===== config.mk =====
export PLATFORM = sky130hd
export DESIGN_NAME = tcc_ctrl
export DESIGN_NICKNAME = d
export VERILOG_FILES = /design/src/rtl/core/tcc_pkg.sv /design/src/rtl/core/tcc_ctrl.sv
export SDC_FILE = /design/constraint.sdc
export NUM_CORES = 1
export LEC_CHECK = 0
export ABC_AREA = 1
export BUFFER_PORTS_ARGS = -buffer_cell sky130_fd_sc_hd__buf_2
export CAP_MARGIN = 20
export CORE_MARGIN = 3
export CORE_UTILIZATION = 44
export CTS_CLUSTER_DIAMETER = 30
export DETAILED_ROUTE_END_ITERATION = 10
export GPL_TIMING_DRIVEN = 0
export PLACE_DENSITY = 0.74
export SLEW_MARGIN = 20
export SYNTH_ARGS = -nofsm -noshare
export SYNTH_HDL_FRONTEND = slang
export SYNTH_SLANG_ARGS = --single-unit

===== constraint.sdc =====
create_clock -name i_clk -period 1.1 [get_ports i_clk]
set_input_delay 0.165 -clock i_clk [delete_from_list [all_inputs] [get_ports i_clk]]
set_output_delay 0.165 -clock i_clk [all_outputs]
set_load 0.005 [all_outputs]

===== src/rtl/core/tcc_pkg.sv =====
// ----------------------------------------------------------------------------
// tcc_pkg
// Shared types, codes and kernel tables of the toroidal 3x3 convolution core.
// ----------------------------------------------------------------------------
package tcc_pkg;

    // configuration register indexes
    localparam logic [1:0] CFG_IDX_SIDE   = 2'd0;
    localparam logic [1:0] CFG_IDX_KERNEL = 2'd1;

    localparam logic [6:0] SIDE_RESET   = 7'd64;
    localparam logic [2:0] KERNEL_RESET = 3'd0;

    // kernel select codes
    localparam logic [2:0] KSEL_FOCUS   = 3'd0;
    localparam logic [2:0] KSEL_ENHANCE = 3'd1;
    localparam logic [2:0] KSEL_DETECT  = 3'd2;
    localparam logic [2:0] KSEL_SOBEL   = 3'd3;
    localparam logic [2:0] KSEL_SHARPEN = 3'd4;

    // window taps, row-major from the upper left neighbour
    localparam logic [3:0] TAP_FIRST  = 4'd0;
    localparam logic [3:0] TAP_CENTER = 4'd4;
    localparam logic [3:0] TAP_LAST   = 4'd8;

    // neighbour offset codes
    localparam logic [1:0] OFS_MINUS  = 2'd0;
    localparam logic [1:0] OFS_CENTER = 2'd1;
    localparam logic [1:0] OFS_PLUS   = 2'd2;

    localparam logic signed [9:0] CONV_MAX = 10'sd511;
    localparam logic signed [9:0] CONV_MIN = -10'sd512;

    localparam logic signed [3:0] K_FOCUS [9] =
        '{4'sd0, -4'sd1, 4'sd0, -4'sd1, 4'sd5, 4'sd1, 4'sd0, -4'sd1, 4'sd0};
    localparam logic signed [3:0] K_ENHANCE [9] =
        '{4'sd0, 4'sd0, 4'sd0, -4'sd1, 4'sd1, 4'sd0, 4'sd0, 4'sd0, 4'sd0};
    localparam logic signed [3:0] K_DETECT [9] =
        '{4'sd0, 4'sd1, 4'sd0, 4'sd1, -4'sd4, 4'sd1, 4'sd0, 4'sd1, 4'sd0};
    localparam logic signed [3:0] K_SOBEL [9] =
        '{-4'sd1, 4'sd0, 4'sd1, -4'sd2, 4'sd0, 4'sd2, -4'sd1, 4'sd0, 4'sd1};
    localparam logic signed [3:0] K_SHARPEN [9] =
        '{4'sd1, -4'sd2, 4'sd1, -4'sd2, 4'sd5, -4'sd2, 4'sd1, -4'sd2, 4'sd1};

    typedef struct packed {
        logic       capture;      // take the input beat into the work registers
        logic       mem_wr;       // store the pixel at the center tap
        logic       mem_rd;       // read the neighbour at tap
        logic [3:0] tap;
        logic       result_load;  // move the saturated sum into the output register
    } t_ctrl_cmd;

    typedef struct packed {
        logic is_compute;
        logic in_range;
        logic out_free;
    } t_dp_status;

    function automatic logic signed [3:0] kernel_coeff(input logic [2:0] sel,
                                                       input logic [3:0] tap);
        logic signed [3:0] c;
        c = '0;
        if (tap <= TAP_LAST) begin
            case (sel)
                KSEL_FOCUS:   c = K_FOCUS[tap];
                KSEL_ENHANCE: c = K_ENHANCE[tap];
                KSEL_DETECT:  c = K_DETECT[tap];
                KSEL_SOBEL:   c = K_SOBEL[tap];
                KSEL_SHARPEN: c = K_SHARPEN[tap];
                default:      c = '0;
            endcase
        end
        return c;
    endfunction

    function automatic logic [1:0] tap_row_ofs(input logic [3:0] tap);
        logic [1:0] o;
        case (tap) inside
            4'd0, 4'd1, 4'd2: o = OFS_MINUS;
            4'd3, 4'd4, 4'd5: o = OFS_CENTER;
            default:          o = OFS_PLUS;
        endcase
        return o;
    endfunction

    function automatic logic [1:0] tap_col_ofs(input logic [3:0] tap);
        logic [1:0] o;
        case (tap) inside
            4'd0, 4'd3, 4'd6: o = OFS_MINUS;
            4'd1, 4'd4, 4'd7: o = OFS_CENTER;
            default:          o = OFS_PLUS;
        endcase
        return o;
    endfunction

endpackage


===== src/rtl/core/tcc_ctrl.sv =====
// ----------------------------------------------------------------------------
// tcc_ctrl
// Sequencer: accepts beats, issues the pixel write or the nine window reads
// and hands the finished sum to the output register.
// ----------------------------------------------------------------------------
module tcc_ctrl (
    input  logic                  i_clk,
    input  logic                  i_rst_n,
    input  logic                  i_s_tvalid,
    output logic                  o_s_tready,
    input  tcc_pkg::t_dp_status   i_status,
    output tcc_pkg::t_ctrl_cmd    o_cmd
);

    typedef enum logic [4:0] {
        S_IDLE   = 5'b00001,
        S_DECODE = 5'b00010,
        S_READ   = 5'b00100,
        S_DRAIN  = 5'b01000,
        S_DONE   = 5'b10000
    } t_state;

    t_state     r_state, n_state;
    logic [3:0] r_tap, n_tap;

    always_ff @(posedge i_clk) begin
        if (!i_rst_n) begin
            r_state <= S_IDLE;
            r_tap   <= tcc_pkg::TAP_FIRST;
        end else begin
            r_state <= n_state;
            r_tap   <= n_tap;
        end
    end

    assign o_s_tready = (r_state == S_IDLE);

    always_comb begin
        n_state           = r_state;
        n_tap             = r_tap;
        o_cmd             = '0;
        o_cmd.tap         = r_tap;
        case (r_state)
            S_IDLE: begin
                o_cmd.capture = i_s_tvalid;
                n_tap         = tcc_pkg::TAP_FIRST;
                if (i_s_tvalid) begin
                    n_state = S_DECODE;
                end
            end
            S_DECODE: begin
                o_cmd.tap = tcc_pkg::TAP_CENTER;
                if (!i_status.is_compute) begin
                    o_cmd.mem_wr = i_status.in_range;
                    n_state      = S_IDLE;
                end else if (i_status.in_range) begin
                    n_state = S_READ;
                end else begin
                    // outside the image: sum stays cleared
                    n_state = S_DONE;
                end
            end
            S_READ: begin
                o_cmd.mem_rd = 1'b1;
                n_tap        = r_tap + 4'd1;
                if (r_tap == tcc_pkg::TAP_LAST) begin
                    n_state = S_DRAIN;
                end
            end
            S_DRAIN: begin
                n_state = S_DONE;
            end
            S_DONE: begin
                if (i_status.out_free) begin
                    o_cmd.result_load = 1'b1;
                    n_state           = S_IDLE;
                end
            end
            default: begin
                n_state = S_IDLE;
            end
        endcase
    end

`ifndef NO_ASSERTIONS
    a_load_needs_room: assert property (@(posedge i_clk) disable iff (!i_rst_n)
        o_cmd.result_load |-> i_status.out_free)
        else $error("result loaded while output register busy");

    a_read_only_compute: assert property (@(posedge i_clk) disable iff (!i_rst_n)
        o_cmd.mem_rd |-> (i_status.is_compute && i_status.in_range && !o_cmd.mem_wr))
        else $error("window read outside an in-range compute");

    a_write_only_store: assert property (@(posedge i_clk) disable iff (!i_rst_n)
        o_cmd.mem_wr |-> (!i_status.is_compute && i_status.in_range &&
                          o_cmd.tap == tcc_pkg::TAP_CENTER))
        else $error("pixel write outside an in-range store");

    a_read_follows_decode: assert property (@(posedge i_clk) disable iff (!i_rst_n)
        (o_cmd.mem_rd && r_tap == tcc_pkg::TAP_FIRST) |-> $past(r_state == S_DECODE))
        else $error("window walk started without decode");
`endif

endmodule


==> qor.yml, run 1 <==
synthToLayoutAreaGrowth_pct: 62.5
finClkSkew_ps: 4.76
htreeDepth: 1
grt_overflow_total: 0
yosysMostFrequentCell: "inv_1"
io_buffers: 14
layout_setup_ws_ps: -369
clk_latency_ps: 260
grt_pass1_wl_um: 2620
yosysSeqAreaShare_pct: 31.2
finalSetupViolCount: 18
power.density_mw_per_mm2: 868
max_slew.worst_pin.slew_ps: 277
dr.pass1.iters: 6
io_pins: 15
drtAntennaViolNets: 0
failed_checks: "setup timing"
yosysTopAreaCell: "dfxtp_1"
num_rows: 12
fin_total_pwr_uw: 814
synthTopCellsByArea: "dfxtp_1 (31%), inv_1 (10%), nand2_1 (9.8%)"
synth_top_area_share_pct: 31.2
slew_violations: 0
nNetsFinal: 131
viasPerCell: 5.03
antenna_cells: 0
totalWireLength_um: 1850
status: "finished, violations left"
die_x_um: 42.2
clock_sinks: 9
synth_edf_count: 0
vias: 684
ys_ff_latch: 9
critPathKind: "reg2out"
drive_gt1_share_pct: 54.1
grt_setup_unrepaired: "yes"
fin_crit_sh_pct: 134
globalplace.congestion: 0.818
worst_setup_path_start_kind: "flip-flop"
antenna_found_initial: 0
fin_crit_ps: 1470
drv_cap: 0
start_util_pct: 49.3
cts_tree: "built"
min_path_type: "in2reg"
gr-usage-all-layers_pct: 19.2
endpoint_kind: "output pin"
cts-root-buf: "clkbuf_4"
worst-path-max-fanout: 3
synthCells: 88
core-area_mm2: 0.00117
wl_per_cell_um: 13.6
critPathMostFrequentCell: "nor2_4"
synth_common_cells: "inv_1 (16), nand2_1 (15), nor2_1 (15), dfxtp_1 (9), nand3_1 (6)"
synthArstFlopShare_pct: 0
finalHoldViolCount: 0
fin_setup_tns_ps: -3630
dp_hpwl_um: 957
irDropWorstVdd_uv: 724
path_clk_slew_ps: 60
slowest_delay_ps: 340
avgSynthCellArea_um2: 6.55
die-area_mm2: 0.00178
fin_cells: 136
synth_cell_type_count: 17
drtIter0Drc: 21
yosys_warnings: 0
drc: 0
power_leakage_uw: 0.000459
ys.flop_type: "dfxtp_1"
grt_pass1_vias: 657
cp.arrival_ps: 1300
fmax_mhz: 681
cp_slowest_cell: "dfxtp_2"
placed_cells: 116
path_cells: "nor2_4 > buf_6 > nand2_4 > nor2_4 > inv_2 > nor2_2 > buf_2"
worst-endpoint-required_ps: 940
slew_headroom_pct: 81.4
syn-cell-area_um2: 577
dp_slack_ps: -166
die_h_um: 42.2
cts_buffer_depth: 2
cts_buffers: 3
grt_max_degree: 8
synthesis.nets: 96
==> final cells by class <==
type                       count  area [um2]
inverter                      18        72.6
clock buffer                   4        26.3
tap                           14        17.5
timing repair buffer          30         228
fill                          73         234
sequential                     9         189
multi-input combinational     61         404
==> per-layer routing <==
layer | track usage (%) | part of all wire [%]
met1 | 21.2 | 39
met2 | 34.0 | 54
met3 | 2.58 | 4.3
met4 | 11.8 | 3.0
met5 | 0 | 0
==> timing repair <==
item,in CTS,in global routing
buffers inserted,17,0
setup endpoints to repair,14,18
pin swaps,13,9
hold buffers,0,0
gates resized for setup,30,17
==> stage by stage <==
step                hold slack [ps]  util [%]  instance area (um2)
floorplan                       249         -                  577
global placement                426      56.7                  664
detailed placement              425      56.7                  664
CTS                             159      76.3                  893
global route                    179      80.0                  937
finish                          173      80.0                  937
==> placed cells by master, fill, tap and decap left out, types with 3 or more instances in the layout <==
master / count
buf_2: 14
buf_4: 6
nor2_1: 10
inv_1: 13
dfxtp_2: 4
clkbuf_4: 3
nor2_4: 6
nand2_2: 4
o21ai_1: 4
nand2_1: 10
dfxtp_1: 4
inv_2: 4
nor2_2: 4
buf_6: 10
nand3_1: 3
==> cells by family after synthesis <==
family | count (synthesis) | synth area share [%]
compound gates | 9 | 8.03
flops | 9 | 31.2
fa+ha+maj | 2 | 4.34
buf+inv | 18 | 11.7
simple gates | 50 | 44.7
==> worst max-delay path, delay by kind of cell, from the launching register on <==
kind	cells	cell delay (ps)
flops	1	340
simple gates	4	400
buf+inv	3	310
==> sequential cells by signal, indices dropped and copies added (netlist names) <==
| name | cells |
|---|---|
| r_state | 5 |
| r_tap | 4 |
==> report_power, final <==
| part | switching, uW | leakage [uW] | internal (uW) |
|---|---|---|---|
| sequential | 13.9 | 0.0000749 | 334 |
| combinational | 120 | 0.000369 | 92.6 |
| clock | 113 | 0.0000150 | 140 |
==> path summary, 6_finish.rpt <==
kind,start,end,slack [ps],cells after the start
setup reg to reg,r_state[3],r_state[3],-280,9
hold / removal,i_status[1],r_state[2],170,3
setup / recovery,r_state[3],o_cmd[7],-370,7
hold reg to reg,r_tap[3],r_tap[3],480,2
(Power assumes the default switching activity.)
==> run 2: changes to the inputs <==
--- a/config.mk
+++ b/config.mk
@@ -5,15 +5,14 @@
 export SDC_FILE = /design/constraint.sdc
 export NUM_CORES = 1
 export LEC_CHECK = 0
-export ABC_AREA = 1
 export BUFFER_PORTS_ARGS = -buffer_cell sky130_fd_sc_hd__buf_2
 export CAP_MARGIN = 20
-export CORE_MARGIN = 3
-export CORE_UTILIZATION = 44
+export CORE_AREA = 3 3 40 42
 export CTS_CLUSTER_DIAMETER = 30
 export DETAILED_ROUTE_END_ITERATION = 10
+export DIE_AREA = 0 0 43 45
 export GPL_TIMING_DRIVEN = 0
-export PLACE_DENSITY = 0.74
+export PLACE_DENSITY = 0.72
 export SLEW_MARGIN = 20
 export SYNTH_ARGS = -nofsm -noshare
 export SYNTH_HDL_FRONTEND = slang
==> constraint.sdc (replaced) <==
create_clock -name i_clk -period 1.9 [get_ports i_clk]
set_input_delay 0.285 -clock i_clk [delete_from_list [all_inputs] [get_ports i_clk]]
set_output_delay 0.285 -clock i_clk [all_outputs]
set_load 0.005 [all_outputs]
==> qor.yml, run 2 <==
synthArstFlopShare_pct: 0
clock_sinks: 9
totalWireLength_um: 1310
num_rows: 13
worst-path-max-fanout: 3
antenna_found_initial: 0
start_util_pct: 46.3
power.density_mw_per_mm2: 684
cp.arrival_ps: 1560
nNetsFinal: 102
die_h_um: 45
cts_tree: "built"
reg.largest.list: "r_state: 5 flops, r_tap: 4 flops"
viasPerCell: 5.23
drv_cap: 0
io_pins: 15
drtIter0Drc: 4
htreeDepth: 1
core-area_mm2: 0.00128
grt_overflow_total: 0
gr-usage-all-layers_pct: 14.6
synthCells: 69
syn-cell-area_um2: 596
slowest_delay_ps: 360
synth_edf_count: 0
avgSynthCellArea_um2: 8.63
min_path_type: "in2reg"
fmax_mhz: 542
hold_slack_ps: 278
yosysMostFrequentCell: "dfxtp_1"
drive_gt1_share_pct: 34.4
synth_common_cells: "dfxtp_1 (9), nand3_1 (5), a21oi_1 (4), inv_1 (4), nand2_1 (4)"
largest_reg_flops: 5
synthTopCellsByArea: "dfxtp_1 (30%), ha_1 (4.2%), nand3_1 (4.2%)"
wl_per_cell_um: 12.2
drc: 0
globalplace.congestion: 0.780
fin_setup_tns_ps: 0
switchingPower_uw: 159
fin_crit_sh_pct: 97.1
synthToLayoutAreaGrowth_pct: 29.0
slew_violations: 0
endpoint_kind: "output pin"
irDropWorstVdd_uv: 409
cp_slowest_cell: "or3_4"
dr.pass1.iters: 4
antenna_cells: 0
grt_pass1_wl_um: 2130
final_common_cell: "buf_2"
ys.flop_type: "dfxtp_1"
critPathKind: "reg2out"
yosys_warnings: 0
cts_buffer_depth: 2
worst-endpoint-required_ps: 1620
yosysSeqAreaShare_pct: 30.3
power_leakage_uw: 0.000350
max_slew.worst_pin.slew_ps: 283
slew_headroom_pct: 81.1
p_sw_share_pct: 30.3
final_cell_mix: "buf_2 (15), dfxtp_1 (8), buf_4 (6)"
intPower_uw: 366
grt_setup_unrepaired: "yes"
finClkSkew_ps: 0.859
die_x_um: 43
grt_pass1_vias: 521
yosysTopAreaCell: "dfxtp_1"
cts-root-buf: "clkbuf_4"
cts_buffers: 3
nFillCells: 126
io_buffers: 14
drtAntennaViolNets: 0
ys_ff_latch: 9
p_comb_share_pct: 33.3
clockPowerShare_pct: 27.5
finalSetupViolCount: 0
worst_setup_path_start_kind: "flip-flop"
rrSetupSlack_ps: 280
die-area_mm2: 0.00194
fin_crit_ps: 1840
finalHoldViolCount: 0
path_cells: "buf_6 > or3_4 > or2_4 > clkinv_2 > and2_1 > buf_2"
path_clk_slew_ps: 60
seqPwrFrac_pct: 39.2
synthesis.nets: 77
clk_latency_ps: 250
synth_top_area_share_pct: 30.3
dp_hpwl_um: 964
status: "finished, final reports clean"
synth_cell_type_count: 34
vias: 565
regMostFlops: "r_state"
grt_max_degree: 9
[run 2: cell types whose count changed in the layout (fill, tap and decap cells not counted), moves of 6 or more]
cell,change
nor2_1,-8
inv_1,-9
nor2_4,-6
buf_6,-9
nand2_1,-6
[run 2: worst paths after layout]
check             startpoint         end  cells after the start
setup / recovery  r_state[3]    o_cmd[7]                      6
hold / removal       i_rst_n  r_state[0]                      2
setup reg to reg  r_state[3]  r_state[0]                      6
hold reg to reg     r_tap[0]    r_tap[0]                      2
[run 2: logic make-up after synthesis]
family                   after synthesis  synth area share [%]
buffers and inverters                  8                  7.98
AO/OA/AOI/OAI                         15                  17.9
adder cells (fa/ha/maj)                2                  4.20
AND/OR/NAND/NOR                       32                  35.1
XOR/XNOR                               2                  2.94
multiplexers                           1                  1.68
flip-flops                             9                  30.3
[run 2: power groups by stage]
stage,clock [uW],sequential (uW),combinational [uW]
floorplan,0,207,114
global placement,0,209,151
detailed placement,0,210,152
CTS,151,206,169
global route,161,208,191
finish,144,206,175
[run 2: metal layers]
metal | up-vias | routed length, um | GRT usage [%]
li1 | 294 | - | -
met1 | 251 | 620 | 16.7
met3 | 2 | 92 | 3.98
met5 | - | 0 | 0
met4 | 0 | 9 | 5.42
met2 | 18 | 590 | 26.0
[run 2: final cells by class]
cell class | count | area (um2) | share of cell area (%)
inverter | 5 | 20.0 | 2.61
clock buffer | 4 | 26.3 | 3.42
timing repair buffer | 21 | 135 | 17.6
sequential | 9 | 181 | 23.6
tap | 15 | 18.8 | 2.44
buffer | 2 | 16.3 | 2.12
multi-input combinational | 52 | 370 | 48.2
[run 2: per-stage QoR]
step                      setup WS [ps]  util [%]  cell area, um2  cells  total power [uW]
after floorplan                     335         -             596     69               321
final                              55.8      59.8             768    108               525
after global placement              230      53.3             684     98               361
after global routing              -5.86      59.8             768    108               560
after detailed placement            216      53.3             684     98               362
after CTS                         -16.0      59.3             762    107               525
[run 2: critical path, delay by kind of cell, from the launching register on]
family	cells	cell delay (ps)
flops	1	310
buf+inv	3	260
simple gates	3	730
[run 2: timing repair]
| item | CTS | global route |
|---|---|---|
| gates resized for setup | 1 | 1 |
| pin swaps | 3 | 2 |
| setup buffers | 5 | 2 |
| endpoints found under the hold margin | 0 | 0 |
| cloned | 0 | 0 |
| endpoints found under the setup margin | 1 | 4 |
| hold buffers | 0 | 0 |
